===== src/rtl/core/mns_pkg.sv =====
// ----------------------------------------------------------------------------
// mns_pkg
// Shared constants, payload types and memory request type for the melody
// note sequencer.
// ----------------------------------------------------------------------------
`default_nettype none

package mns_pkg;

  // note table
  localparam int MAX_NOTES = 64;
  localparam int NOTE_AW   = (MAX_NOTES > 1) ? $clog2(MAX_NOTES) : 1;
  localparam int IDX_W     = $clog2(MAX_NOTES + 1);

  // tone generator clock and period divider
  localparam int TONE_CLOCK_HZ = 62500;
  localparam int DIV_W         = $clog2(TONE_CLOCK_HZ + 1);
  localparam int DIV_CNT_W     = $clog2(DIV_W + 1);

  // time base
  localparam int MS_W      = 10;
  localparam int MS_PER_S  = 1000;

  // volume
  localparam int VOL_W     = 7;
  localparam int VOL_MAX   = 75;
  localparam int VOL_STEP  = 5;

  // compare = top * volume / 100, done as a reciprocal multiply
  localparam int PROD_W       = 15;
  localparam int DIV100_MUL   = 5243;
  localparam int DIV100_SHIFT = 19;
  localparam int SCALED_W     = 28;

  localparam logic [15:0] GAP_RESET = 16'd50;

  // command codes
  localparam logic [2:0] MODE_TICK     = 3'd0;
  localparam logic [2:0] MODE_LOAD     = 3'd1;
  localparam logic [2:0] MODE_PLAY     = 3'd2;
  localparam logic [2:0] MODE_VOL_UP   = 3'd3;
  localparam logic [2:0] MODE_VOL_DOWN = 3'd4;

  typedef struct packed {
    logic [2:0]  mode;
    logic [5:0]  note_slot;
    logic [15:0] note_freq;
    logic [15:0] note_duration;
    logic [6:0]  song_length;
  } in_t;

  typedef struct packed {
    logic        tone_on;
    logic [7:0]  tone_top;
    logic [7:0]  tone_compare;
    logic [15:0] seconds;
    logic [6:0]  note_position;
    logic        in_gap;
    logic [6:0]  volume_level;
  } out_t;

  typedef struct packed {
    logic [15:0] freq;
    logic [15:0] duration;
  } note_t;

  typedef struct packed {
    logic               we;
    logic [NOTE_AW-1:0] waddr;
    note_t              wdata;
    logic [NOTE_AW-1:0] raddr;
  } mem_req_t;

endpackage

`default_nettype wire


===== src/rtl/core/melody_note_sequencer.sv =====
// ----------------------------------------------------------------------------
// melody_note_sequencer
// Plays a note table on a pwm tone generator, driven by 1 ms tick beats.
// ----------------------------------------------------------------------------
// flow: each beat passes exec and out; a note start adds a frequency check,
//   and a sounding note also the bit-serial period divider (one bit of tone
//   clock / freq per cycle) and the compare multiply
// handshake: one beat in flight; the next beat can be accepted in the cycle
//   after the result is registered
// reset: synchronous active low; clears time, play and volume, gap back to 50
`default_nettype none

module melody_note_sequencer (
  input  wire logic           clk,
  input  wire logic           rst_n,
  input  wire logic           in_valid,
  output logic                in_ready,
  input  wire mns_pkg::in_t   in_data,
  output logic                out_valid,
  input  wire logic           out_ready,
  output mns_pkg::out_t       out_data,
  input  wire logic           cfg_wr_en,
  input  wire logic [15:0]    cfg_wr_data
);
  import mns_pkg::*;

  localparam logic [2:0] S_IDLE = 3'd0;
  localparam logic [2:0] S_EXEC = 3'd1;
  localparam logic [2:0] S_FCHK = 3'd2;
  localparam logic [2:0] S_DIV  = 3'd3;
  localparam logic [2:0] S_MUL  = 3'd4;
  localparam logic [2:0] S_OUT  = 3'd5;

  logic [2:0]        state_r,     state_nxt;
  in_t               item_r,      item_nxt;
  logic [15:0]       gap_ms_r;
  logic [MS_W-1:0]   ms_r,        ms_nxt;
  logic [15:0]       sec_r,       sec_nxt;
  logic [15:0]       phase_r,     phase_nxt;
  logic [IDX_W-1:0]  play_idx_r,  play_idx_nxt;
  logic [IDX_W-1:0]  play_len_r,  play_len_nxt;
  logic              gap_flag_r,  gap_flag_nxt;
  logic [VOL_W-1:0]  volume_r,    volume_nxt;
  logic              tone_on_r,   tone_on_nxt;
  logic [7:0]        top_r,       top_nxt;
  logic [7:0]        cmp_r,       cmp_nxt;
  logic [PROD_W-1:0] prod_r,      prod_nxt;
  logic              out_valid_r, out_valid_nxt;
  out_t              out_r,       out_nxt;

  mem_req_t          mem_req;
  note_t             mem_rdata;
  logic              div_start;
  logic              div_done;
  logic [DIV_W-1:0]  div_q;

  logic [MS_W-1:0]   ms_inc;
  logic [15:0]       ph;
  logic              gp;
  logic [IDX_W-1:0]  idx;
  logic              start_note;
  logic [7:0]        ticks;
  logic [SCALED_W-1:0] scaled;

  mns_note_mem u_mem (
    .clk   (clk),
    .req   (mem_req),
    .rdata (mem_rdata)
  );

  mns_tone_div u_div (
    .clk      (clk),
    .rst_n    (rst_n),
    .start    (div_start),
    .divisor  (mem_rdata.freq),
    .done     (div_done),
    .quotient (div_q)
  );

  always_comb begin
    state_nxt     = state_r;
    item_nxt      = item_r;
    ms_nxt        = ms_r;
    sec_nxt       = sec_r;
    phase_nxt     = phase_r;
    play_idx_nxt  = play_idx_r;
    play_len_nxt  = play_len_r;
    gap_flag_nxt  = gap_flag_r;
    volume_nxt    = volume_r;
    tone_on_nxt   = tone_on_r;
    top_nxt       = top_r;
    cmp_nxt       = cmp_r;
    prod_nxt      = prod_r;
    out_valid_nxt = out_valid_r && !out_ready;
    out_nxt       = out_r;
    div_start     = 1'b0;
    mem_req.we    = 1'b0;
    mem_req.waddr = item_r.note_slot[NOTE_AW-1:0];
    mem_req.wdata = {item_r.note_freq, item_r.note_duration};
    mem_req.raddr = play_idx_r[NOTE_AW-1:0];
    ms_inc        = ms_r + 1'b1;
    ph            = phase_r + 16'd1;
    gp            = gap_flag_r;
    idx           = play_idx_r;
    start_note    = 1'b0;
    ticks         = div_q[7:0];
    scaled        = SCALED_W'(prod_r) * SCALED_W'(DIV100_MUL);

    unique case (state_r)
      S_IDLE: begin
        // read the duration of the current note while the beat lands
        if (in_valid) begin
          item_nxt  = in_data;
          state_nxt = S_EXEC;
        end
      end

      S_EXEC: begin
        state_nxt = S_OUT;
        case (item_r.mode)
          MODE_TICK: begin
            if (32'(ms_inc) >= 32'(MS_PER_S)) begin
              ms_nxt  = '0;
              sec_nxt = sec_r + 16'd1;
            end else begin
              ms_nxt = ms_inc;
            end
            if (play_idx_r < play_len_r) begin
              if (!gp && ph == mem_rdata.duration) begin
                ph          = '0;
                gp          = 1'b1;
                tone_on_nxt = 1'b0;
                top_nxt     = '0;
                cmp_nxt     = '0;
              end
              // zero gap ends on the same tick as the note
              if (gp && ph == gap_ms_r) begin
                idx = play_idx_r + 1'b1;
                gp  = 1'b0;
                ph  = '0;
                if (idx < play_len_r) begin
                  start_note = 1'b1;
                end else begin
                  tone_on_nxt = 1'b0;
                  top_nxt     = '0;
                  cmp_nxt     = '0;
                end
              end
            end
            phase_nxt    = ph;
            gap_flag_nxt = gp;
            play_idx_nxt = idx;
          end
          MODE_LOAD: begin
            mem_req.we = (32'(item_r.note_slot) < 32'(MAX_NOTES));
          end
          MODE_PLAY: begin
            idx          = '0;
            play_len_nxt = (32'(item_r.song_length) > 32'(MAX_NOTES)) ?
                           IDX_W'(MAX_NOTES) : IDX_W'(item_r.song_length);
            play_idx_nxt = '0;
            gap_flag_nxt = 1'b0;
            phase_nxt    = '0;
            if (play_len_nxt != '0) begin
              start_note = 1'b1;
            end else begin
              tone_on_nxt = 1'b0;
              top_nxt     = '0;
              cmp_nxt     = '0;
            end
          end
          MODE_VOL_UP: begin
            if (32'(volume_r) < 32'(VOL_MAX)) begin
              volume_nxt = volume_r + VOL_W'(VOL_STEP);
            end
          end
          MODE_VOL_DOWN: begin
            if (volume_r != '0) begin
              volume_nxt = volume_r - VOL_W'(VOL_STEP);
            end
          end
          default: begin
          end
        endcase
        if (start_note) begin
          mem_req.raddr = idx[NOTE_AW-1:0];
          state_nxt     = S_FCHK;
        end
      end

      S_FCHK: begin
        if (mem_rdata.freq == '0) begin
          tone_on_nxt = 1'b0;
          top_nxt     = '0;
          cmp_nxt     = '0;
          state_nxt   = S_OUT;
        end else begin
          div_start = 1'b1;
          state_nxt = S_DIV;
        end
      end

      S_DIV: begin
        if (div_done) begin
          if (ticks == '0) begin
            tone_on_nxt = 1'b0;
            top_nxt     = '0;
            cmp_nxt     = '0;
            state_nxt   = S_OUT;
          end else begin
            top_nxt   = ticks - 8'd1;
            prod_nxt  = PROD_W'(top_nxt * PROD_W'(volume_r));
            state_nxt = S_MUL;
          end
        end
      end

      S_MUL: begin
        tone_on_nxt = 1'b1;
        cmp_nxt     = scaled[DIV100_SHIFT +: 8];
        state_nxt   = S_OUT;
      end

      S_OUT: begin
        if (!out_valid_r || out_ready) begin
          out_valid_nxt         = 1'b1;
          out_nxt.tone_on       = tone_on_r;
          out_nxt.tone_top      = top_r;
          out_nxt.tone_compare  = cmp_r;
          out_nxt.seconds       = sec_r;
          out_nxt.note_position = 7'(play_idx_r);
          out_nxt.in_gap        = gap_flag_r;
          out_nxt.volume_level  = volume_r;
          state_nxt             = S_IDLE;
        end
      end

      default: begin
        state_nxt = S_IDLE;
      end
    endcase
  end

  always_ff @(posedge clk) begin
    if (!rst_n) begin
      state_r     <= S_IDLE;
      gap_ms_r    <= GAP_RESET;
      ms_r        <= '0;
      sec_r       <= '0;
      phase_r     <= '0;
      play_idx_r  <= '0;
      play_len_r  <= '0;
      gap_flag_r  <= 1'b0;
      volume_r    <= '0;
      tone_on_r   <= 1'b0;
      top_r       <= '0;
      cmp_r       <= '0;
      out_valid_r <= 1'b0;
    end else begin
      state_r     <= state_nxt;
      gap_ms_r    <= cfg_wr_en ? cfg_wr_data : gap_ms_r;
      ms_r        <= ms_nxt;
      sec_r       <= sec_nxt;
      phase_r     <= phase_nxt;
      play_idx_r  <= play_idx_nxt;
      play_len_r  <= play_len_nxt;
      gap_flag_r  <= gap_flag_nxt;
      volume_r    <= volume_nxt;
      tone_on_r   <= tone_on_nxt;
      top_r       <= top_nxt;
      cmp_r       <= cmp_nxt;
      out_valid_r <= out_valid_nxt;
    end
    item_r <= item_nxt;
    prod_r <= prod_nxt;
    out_r  <= out_nxt;
  end

  assign in_ready  = (state_r == S_IDLE);
  assign out_valid = out_valid_r;
  assign out_data  = out_r;

`ifndef SYNTHESIS
  a_idx_in_song: assert property (@(posedge clk) disable iff (!rst_n)
    play_idx_r <= play_len_r)
    else $error("play index beyond song length");

  a_gap_silent: assert property (@(posedge clk) disable iff (!rst_n)
    gap_flag_r |-> (!tone_on_r && top_r == '0 && cmp_r == '0))
    else $error("tone running during gap");

  a_volume_range: assert property (@(posedge clk) disable iff (!rst_n)
    32'(volume_r) <= 32'(VOL_MAX))
    else $error("volume out of range");

  a_div_done_in_div: assert property (@(posedge clk) disable iff (!rst_n)
    div_done |-> (state_r == S_DIV))
    else $error("divider finished outside of note start");
`endif

endmodule

`default_nettype wire


===== src/rtl/core/mns_note_mem.sv =====
// ----------------------------------------------------------------------------
// mns_note_mem
// Note table: frequency and duration per entry, one write and one
// registered read per cycle.
// ----------------------------------------------------------------------------
`default_nettype none

module mns_note_mem (
  input  wire logic             clk,
  input  wire mns_pkg::mem_req_t req,
  output mns_pkg::note_t        rdata
);
  import mns_pkg::*;

  note_t mem [MAX_NOTES];
  note_t rdata_r;

  always_ff @(posedge clk) begin
    if (req.we) begin
      mem[req.waddr] <= req.wdata;
    end
    rdata_r <= mem[req.raddr];
  end

  assign rdata = rdata_r;

endmodule

`default_nettype wire


===== src/rtl/core/mns_tone_div.sv =====
// ----------------------------------------------------------------------------
// mns_tone_div
// Restoring divider: tone clock divided by note frequency, one quotient
// bit per cycle.
// ----------------------------------------------------------------------------
`default_nettype none

module mns_tone_div (
  input  wire logic                      clk,
  input  wire logic                      rst_n,
  input  wire logic                      start,
  input  wire logic [15:0]               divisor,
  output logic                           done,
  output logic [mns_pkg::DIV_W-1:0]      quotient
);
  import mns_pkg::*;

  logic                 busy_r,  busy_nxt;
  logic                 done_r,  done_nxt;
  logic [DIV_CNT_W-1:0] cnt_r,   cnt_nxt;
  logic [DIV_W-1:0]     dvd_r,   dvd_nxt;
  logic [DIV_W-1:0]     quo_r,   quo_nxt;
  logic [16:0]          rem_r,   rem_nxt;
  logic [15:0]          dsr_r,   dsr_nxt;
  logic [16:0]          rem_sh;

  always_comb begin
    busy_nxt = busy_r;
    done_nxt = 1'b0;
    cnt_nxt  = cnt_r;
    dvd_nxt  = dvd_r;
    quo_nxt  = quo_r;
    rem_nxt  = rem_r;
    dsr_nxt  = dsr_r;
    rem_sh   = {rem_r[15:0], dvd_r[DIV_W-1]};
    if (start) begin
      busy_nxt = 1'b1;
      cnt_nxt  = DIV_CNT_W'(DIV_W);
      dvd_nxt  = DIV_W'(TONE_CLOCK_HZ);
      quo_nxt  = '0;
      rem_nxt  = '0;
      dsr_nxt  = divisor;
    end else if (busy_r) begin
      dvd_nxt = {dvd_r[DIV_W-2:0], 1'b0};
      if (rem_sh >= {1'b0, dsr_r}) begin
        rem_nxt = rem_sh - {1'b0, dsr_r};
        quo_nxt = {quo_r[DIV_W-2:0], 1'b1};
      end else begin
        rem_nxt = rem_sh;
        quo_nxt = {quo_r[DIV_W-2:0], 1'b0};
      end
      cnt_nxt = cnt_r - 1'b1;
      if (cnt_r == DIV_CNT_W'(1)) begin
        busy_nxt = 1'b0;
        done_nxt = 1'b1;
      end
    end
  end

  always_ff @(posedge clk) begin
    if (!rst_n) begin
      busy_r <= 1'b0;
      done_r <= 1'b0;
      cnt_r  <= '0;
    end else begin
      busy_r <= busy_nxt;
      done_r <= done_nxt;
      cnt_r  <= cnt_nxt;
    end
    dvd_r <= dvd_nxt;
    quo_r <= quo_nxt;
    rem_r <= rem_nxt;
    dsr_r <= dsr_nxt;
  end

  assign done     = done_r;
  assign quotient = quo_r;

endmodule

`default_nettype wire


===== config.mk =====
export PLATFORM = sky130hd
export DESIGN_NAME = melody_note_sequencer
export DESIGN_NICKNAME = d
export VERILOG_FILES = /design/src/rtl/core/mns_pkg.sv /design/src/rtl/core/melody_note_sequencer.sv /design/src/rtl/core/mns_note_mem.sv /design/src/rtl/core/mns_tone_div.sv
export SDC_FILE = /design/constraint.sdc
export NUM_CORES = 2
export LEC_CHECK = 0
export BUFFER_PORTS_ARGS = -buffer_cell sky130_fd_sc_hd__buf_4
export CAP_MARGIN = 40
export CORE_ASPECT_RATIO = 0.8
export CORE_UTILIZATION = 40
export CTS_BUF_LIST = sky130_fd_sc_hd__clkbuf_8 sky130_fd_sc_hd__clkbuf_16
export DETAILED_ROUTE_END_ITERATION = 7
export PLACE_DENSITY = 0.56
export SLEW_MARGIN = 30
export SYNTH_ARGS = -nofsm -noshare
export SYNTH_HDL_FRONTEND = slang
export SYNTH_SLANG_ARGS = --single-unit

===== constraint.sdc =====
create_clock -name clk -period 5.8 [get_ports clk]
set_input_delay 0.87 -clock clk [delete_from_list [all_inputs] [get_ports clk]]
set_output_delay 0.87 -clock clk [all_outputs]
set_load 0.02 [all_outputs]

Word-level counts from Yosys, hierarchy flattened --
Memories as Yosys holds them, arrays and structs flattened. A register that Yosys moved wholly into a read port is not among the register bits. Cells that the tools add are included.
Cells by class: $add $sub $neg 9, multipliers 2, $lt $le $gt $ge 6, equality and inequality tests 24, multiplexer cells 81, bitwise gates (word level) 3, reduce and logical (&&, ||, !) cells 33
Operators with widths (count):
- 2-to-1 mux 16 bit | 7
- 2-to-1 mux 8 bit | 14
- 2-to-1 mux 7 bit | 5
- 2-to-1 mux 1 bit | 33
- adder 16 x 1 -> 16 bit, second input constant | 2
- equality test 16 bit | 2
- case mux 16 bit (2 select lines) | 1
- case mux 8 bit (2 select lines) | 2
- case mux 8 bit (4 select lines) | 1
- case mux 7 bit (2 select lines) | 2
- multiplier 15 x 13 -> 27 bit, second input constant | 1
- case mux 8 bit (3 select lines) | 1
- case mux 3 bit (6 select lines) | 1
- >= comparator 17 x 16 -> 1 bit | 1
- logical NOT 16 bit | 1
- != test 2 bit, second input constant | 8
- subtractor 16 bit | 1
- multiplier 8 x 7 -> 15 bit | 1
- 2-to-1 mux 3 bit | 5
- < comparator 7 bit | 2
- nonzero test 7 bit | 2
- equality test 3 x 2 -> 1 bit, second input constant | 4
- 2-to-1 mux 6 bit | 2
- AND reduction 3 bit | 4
- 34 further kinds | 55
Storage, ports and cells: bits in registers 273, bits in writable memories 2048, input bits 69, output and inout port bits 50, logic and storage cells 194, memories kept 1
Memory list:
- u_mem.mem | depth 64, width 32, rd ports 1, clocked after Yosys merged registers in 1, wr ports 1, line mns_note_mem.sv:15 | note_t mem [MAX_NOTES];

Depth between registers and ports, before layout --
depth in word-level cells 15, gate-level depth with buffers 26, gate-level depth less buffers 26

By module --
Synthesis repeated with hierarchy kept, for this count alone.
Second synthesis, totals: cells, all modules 5354, area total of the unflattened synthesis 97623.6 um^2
By module, submodules not included:
- mns_note_mem | instances 1, cells each 3511, area each 79039.6 um^2, seq. area each 62139.6 um^2
- melody_note_sequencer | instances 1, cells each 1470, area each 15009.4 um^2, seq. area each 5355.1 um^2
- mns_tone_div | instances 1, cells each 373, area each 3574.7 um^2, seq. area each 1541.5 um^2

Worst setup path before layout --
OpenSTA, ideal clock, no wires.
path kind register -> register, start point register prod_r[4], end point register cmp_r[6], setup time 0.115 ns, data arrival time 5.365 ns, required time 5.685 ns, path slack 0.320 ns, stages on the path, launching flop included 27, buffers on the path 0, clock period less this slack 5.480 ns, cell sequence edfxtp_1 ha_1 inv_1 fa_1 inv_1 ha_1 ha_1 inv_1 fa_1 inv_1 ha_1 and3_1 a31o_2 a21o_1 a21o_1 a21o_1 a21o_1 a21o_1 a21oi_1 o211ai_1 a31oi_1 o21ai_0 or4_1 nand2_1 xor2_1 o21ai_0 and2_1
On the way: longest elaborated chain between the ends 2
Ends and longest elaborated chain:
- start, declared | line melody_note_sequencer.sv:47 | logic [PROD_W-1:0] prod_r, prod_nxt;
- start signal, assigned | line melody_note_sequencer.sv:275 | prod_r <= prod_nxt;
- multiplier 15 x 13 -> 27 bit | line melody_note_sequencer.sv:107 | scaled = SCALED_W'(prod_r) * SCALED_W'(DIV100_MUL);
- case mux 8 bit (4 select lines) | line melody_note_sequencer.sv:109 | unique case (state_r)
- end signal, assigned | line melody_note_sequencer.sv:271 | cmp_r <= cmp_nxt;
- end, declared | line melody_note_sequencer.sv:46 | logic [7:0] cmp_r, cmp_nxt;
No other way between the ends. A chain may end at the register's enable or synchronous reset.

Final worst setup path --
start point register phase_r[1], end point register u_mem.rdata[9] (netlist name)
On the way: longest elaborated chain between the ends 15, elaborated cells between the ends (all ways) 22, classes of those cells 1 x add/sub; 2 x eq/ne; 17 x mux; 2 x reduce/logical
Ends and longest elaborated chain:
- start, declared | line melody_note_sequencer.sv:39 | logic [15:0] phase_r, phase_nxt;
- start signal, assigned | line melody_note_sequencer.sv:264 | phase_r <= phase_nxt;
- adder 16 x 1 -> 16 bit * | line melody_note_sequencer.sv:102 | ph = phase_r + 16'd1;
- equality test 16 bit | line melody_note_sequencer.sv:129 | if (!gp && ph == mem_rdata.duration) begin
- logical AND 1 bit | line melody_note_sequencer.sv:129
- 2-to-1 mux 16 bit | line melody_note_sequencer.sv:129
- 2-to-1 mux 16 bit | line melody_note_sequencer.sv:128 | if (play_idx_r < play_len_r) begin
- 2-to-1 mux 16 bit | line melody_note_sequencer.sv:120 | case (item_r.mode)
- 2-to-1 mux 16 bit | line melody_note_sequencer.sv:109
- equality test 16 bit | line melody_note_sequencer.sv:137 | if (gp && ph == gap_ms_r) begin
- logical AND 1 bit * | line melody_note_sequencer.sv:137
- 2-to-1 mux 1 bit | line melody_note_sequencer.sv:137
- 2-to-1 mux 1 bit | line melody_note_sequencer.sv:128
- case mux 1 bit (2 select lines) | line melody_note_sequencer.sv:120
- 2-to-1 mux 1 bit | line melody_note_sequencer.sv:109
- 2-to-1 mux 6 bit * | line melody_note_sequencer.sv:185 | if (start_note) begin
- 2-to-1 mux 6 bit * | line melody_note_sequencer.sv:109
Every way passes the cells marked *; elsewhere a longest branch is shown, timed or not. The select of a mux whose other input is x is not followed.

==> results.json <==
{
  "ctsRootBufferMaster": "clkbuf_16",
  "cp_top_family": "simple AND/OR/NAND/NOR gates",
  "clock_skew_ns": 0.08798,
  "place_congestion": 0.9251,
  "final_common_cell": "edfxtp_1",
  "slew_viol_final": 0,
  "grt_pass1_wl_um": 461600,
  "syn_nets": 8109,
  "cp_data_required_time_ns": 6.54,
  "wl_um": 324900,
  "synth_edf_count": 2175,
  "grt_pass1_vias": 64300,
  "drive_gt1_share_pct": 16.34,
  "path_clk_slew_ns": 0.07,
  "ys_seq_area_share_pct": 69.01,
  "cts_sinks": 2353,
  "synthToLayoutAreaGrowth_pct": 19.82,
  "cp.arrival_ns": 6.49,
  "first_pass_iters": 6,
  "core-area_um2": 247400,
  "wl_met1_um": 139200,
  "worstSetupStartpointType": "register",
  "rsz0062_at_grt": "true",
  "start_util_pct": 40.34,
  "power_density_nw_per_um2": 302.5,
  "drv_cap": 0,
  "power_uw": 36180,
  "htreeDepth": 4,
  "ys.flop_type": "edfxtp_1",
  "p_leak_uw": 0.04424,
  "postRouteAntennaNets": 0,
  "period_needed_ns": 5.748,
  "finalHoldViolCount": 0,
  "endpoint_kind": "register",
  "drc_errors": 0,
  "routed.top_layer": "met5",
  "max_freq_mhz": 174.0,
  "nNetsFinal": 8764,
  "slew_headroom_pct": 37.95,
  "numPortBuffers": 118,
  "cp_cell_sequence": "ha_4, nand3_4, or3_4, nand3_1, or4b_4, or2_1, or4_1, o221ai_2, nand4_2, buf_6, nor4_4, buf_4, nor2_4, a22oi_2, buf_6, clkbuf_16, buf_16, buf_4, nand3_1, nand2_1, o22ai_1, buf_4, nor3_1, nor4_1",
  "die_h_um": 448.8,
  "cpMostUsedCell": "buf_4",
  "route.met3.wl_um": 34680,
  "antenna_found_initial": 27,
  "die_x_um": 560.5,
  "synthCells": 7768,
  "rows": 163,
  "wl_met2_um": 142200,
  "fill_cells": 21470,
  "vias": 67640,
  "synth.distinct_cells": 92,
  "clk_latency_ns": 0.95,
  "final_cell_mix": "edfxtp_1 (2,175), nand2_1 (1,804), nand3_1 (716)",
  "crit_slowest_cell": "nor3_1",
  "cpPeakStageDelay_ns": 0.66,
  "die_area_um2": 251500,
  "tightest_slew_ns": 0.9307,
  "wl_per_cell_um": 27.28,
  "drt_iter0_drc": 9207,
  "ys_warn_count": 0,
  "netlist_area_um2": 99800,
  "hold_buffers": 0,
  "worstPathMaxFanout": 14,
  "pre_cts_ws_ns": -0.2212,
  "track_usage_pct": 25.13,
  "cts-buffers-inserted": 233,
  "outcome": "finished, final reports clean",
  "finalWorstSetupSlack_ns": 0.05178,
  "ys_ff_latch": 2353,
  "dp_hpwl_um": 208000,
  "vdd_drop_max_mv": 0.2628,
  "setup_violations": 0,
  "grt_max_degree": 73,
  "cts_tree": "yes",
  "grt-ovfl-total": 0,
  "min_path_type": "input pin to register",
  "avgSynthCellArea_um2": 12.85,
  "clockBufferDepth": 4,
  "path_class": "register to register",
  "viasPerCell": 5.680,
  "synth-async-reset-ratio_pct": 0,
  "fin_crit_sh_pct": 99.11,
  "io_pins": 119,
  "critPathBufInv": 7
}
## worst reg2reg max path: cells and delay by family (launching register included)
family | cells | cell delay [ns]
AOI/OAI and AO/OA | 3 | 0.58
adders and majority gates | 1 | 0.16
buffers and inverters | 7 | 1.29
DFF | 1 | 0.35
and+or+nand+nor | 13 | 3.23
## layer usage
layer / vias up / GRT usage (%)
li1: 29700 / -
met5: - / 0
met4: 16 / 6.457
met2: 3402 / 37.91
met3: 495 / 5.228
met1: 34020 / 36.85
## synth_stat cells (11+ instances only)
| master | count | area share (%) |
|---|---|---|
| o22ai_1 | 44 | 0.28 |
| nand4_1 | 45 | 0.28 |
| a32oi_1 | 12 | 0.11 |
| nand2b_1 | 24 | 0.15 |
| buf_4 | 24 | 0.18 |
| o21ai_0 | 121 | 0.61 |
| mux2i_1 | 253 | 2.5 |
| a31oi_1 | 165 | 1.0 |
| a21oi_1 | 166 | 0.83 |
| inv_1 | 224 | 0.84 |
| nor4_1 | 29 | 0.18 |
| nor3b_1 | 13 | 0.098 |
| o211ai_1 | 16 | 0.12 |
| nor2_1 | 207 | 0.78 |
| a21boi_0 | 23 | 0.17 |
| xnor2_1 | 73 | 0.64 |
| and3_1 | 140 | 0.88 |
| nand3_1 | 717 | 3.6 |
| clkbuf_1 | 157 | 0.59 |
| and2_1 | 53 | 0.33 |
| or4_1 | 14 | 0.11 |
| ha_1 | 173 | 2.2 |
| a32o_1 | 11 | 0.11 |
| dfxtp_1 | 178 | 3.6 |
| fa_1 | 99 | 2.0 |
| buf_1 | 44 | 0.17 |
| nor3_1 | 53 | 0.27 |
| nor2b_1 | 68 | 0.43 |
| xor2_1 | 32 | 0.28 |
| nand2_1 | 1809 | 6.8 |
| or3_1 | 18 | 0.11 |
| a311oi_1 | 73 | 0.64 |
| o221ai_1 | 49 | 0.43 |
| a211oi_1 | 27 | 0.20 |
| a21o_1 | 25 | 0.19 |
| edfxtp_1 | 2175 | 65 |
| buf_2 | 232 | 1.2 |
| a22oi_1 | 13 | 0.098 |
## final timing paths
path | cells past startpoint | end | slack [ns] | start
worst max-delay path | 24 | u_mem.rdata[9] | 0.05 | phase_r[1]
worst min-delay path | 1 | item_r[22] | 0.14 | in_data[22]
worst max register to register | 24 | u_mem.rdata[9] | 0.05 | phase_r[1]
worst min register to register | 0 | out_data[35] | 0.44 | cmp_r[4]
## cells by family after synthesis
kind of cell / Yosys count / share of synthesized area [%]
multiplexers: 256 / 2.571
adder cells (fa/ha/maj): 272 / 4.155
flip-flops: 2353 / 69.01
AO/OA/AOI/OAI: 848 / 5.767
buffers and inverters: 683 / 2.965
AND/OR/NAND/NOR: 3249 / 14.56
XOR/XNOR: 107 / 0.9666
## sequential cells by signal, summed over array words and instances, names as in the netlist, 10 cells and up
| name | flops |
|---|---|
| u_div.dsr_r | 16 |
| ms_r | 10 |
| sec_r | 16 |
| phase_r | 16 |
| u_div.dvd_r | 14 |
| u_mem.rdata | 32 |
| out_data | 48 |
| gap_ms_r | 16 |
| item_r | 48 |
| prod_r | 15 |
| u_div.rem_r | 16 |
| u_mem.mem | 2048 |
## per-stage QoR
step / utilization (%) / instance area, um2 / instances / hold WS [ns] / TNS (ns)
floorplan: - / 99800 / 7768 / 0.4064 / 0
finish: 48.34 / 119600 / 11910 / 0.1424 / 0
CTS: 47.90 / 118500 / 11850 / 0.09470 / 0
detailed placement: 44.74 / 110700 / 11430 / 0.4199 / -1.139
global placement: 44.27 / 109500 / 11390 / 0.4157 / -1.393
global route: 48.33 / 119600 / 11900 / 0.1196 / -0.6409
## final cells by class
cell class / count / area (um2) / share of cell area (%)
Tap cell: 3300 / 4129 / 3.453
Antenna cell: 5 / 12.51 / 0.01046
Multi-Input combinational cell: 4733 / 29000 / 24.25
Timing Repair Buffer: 878 / 9099 / 7.609
Clock inverter: 171 / 1608 / 1.345
Clock buffer: 245 / 6007 / 5.023
Inverter: 224 / 840.8 / 0.7031
Sequential cell: 2353 / 68880 / 57.60
## where the power goes
group	total, uW	switching [uW]	internal (uW)
sequential	19000	131	18900
combinational	1790	1240	558
clock	15400	6610	8740
## timing repair
item / 4_1_cts / 5_1_grt
pin swaps: 5 / 42
hold endpoints to repair: 0 / 0
setup buffers: 4 / 34
cloned: 0 / 9
setup endpoints to repair: 16 / 35
gates resized for setup: 27 / 93
Power figures use the tool's default switching activity.
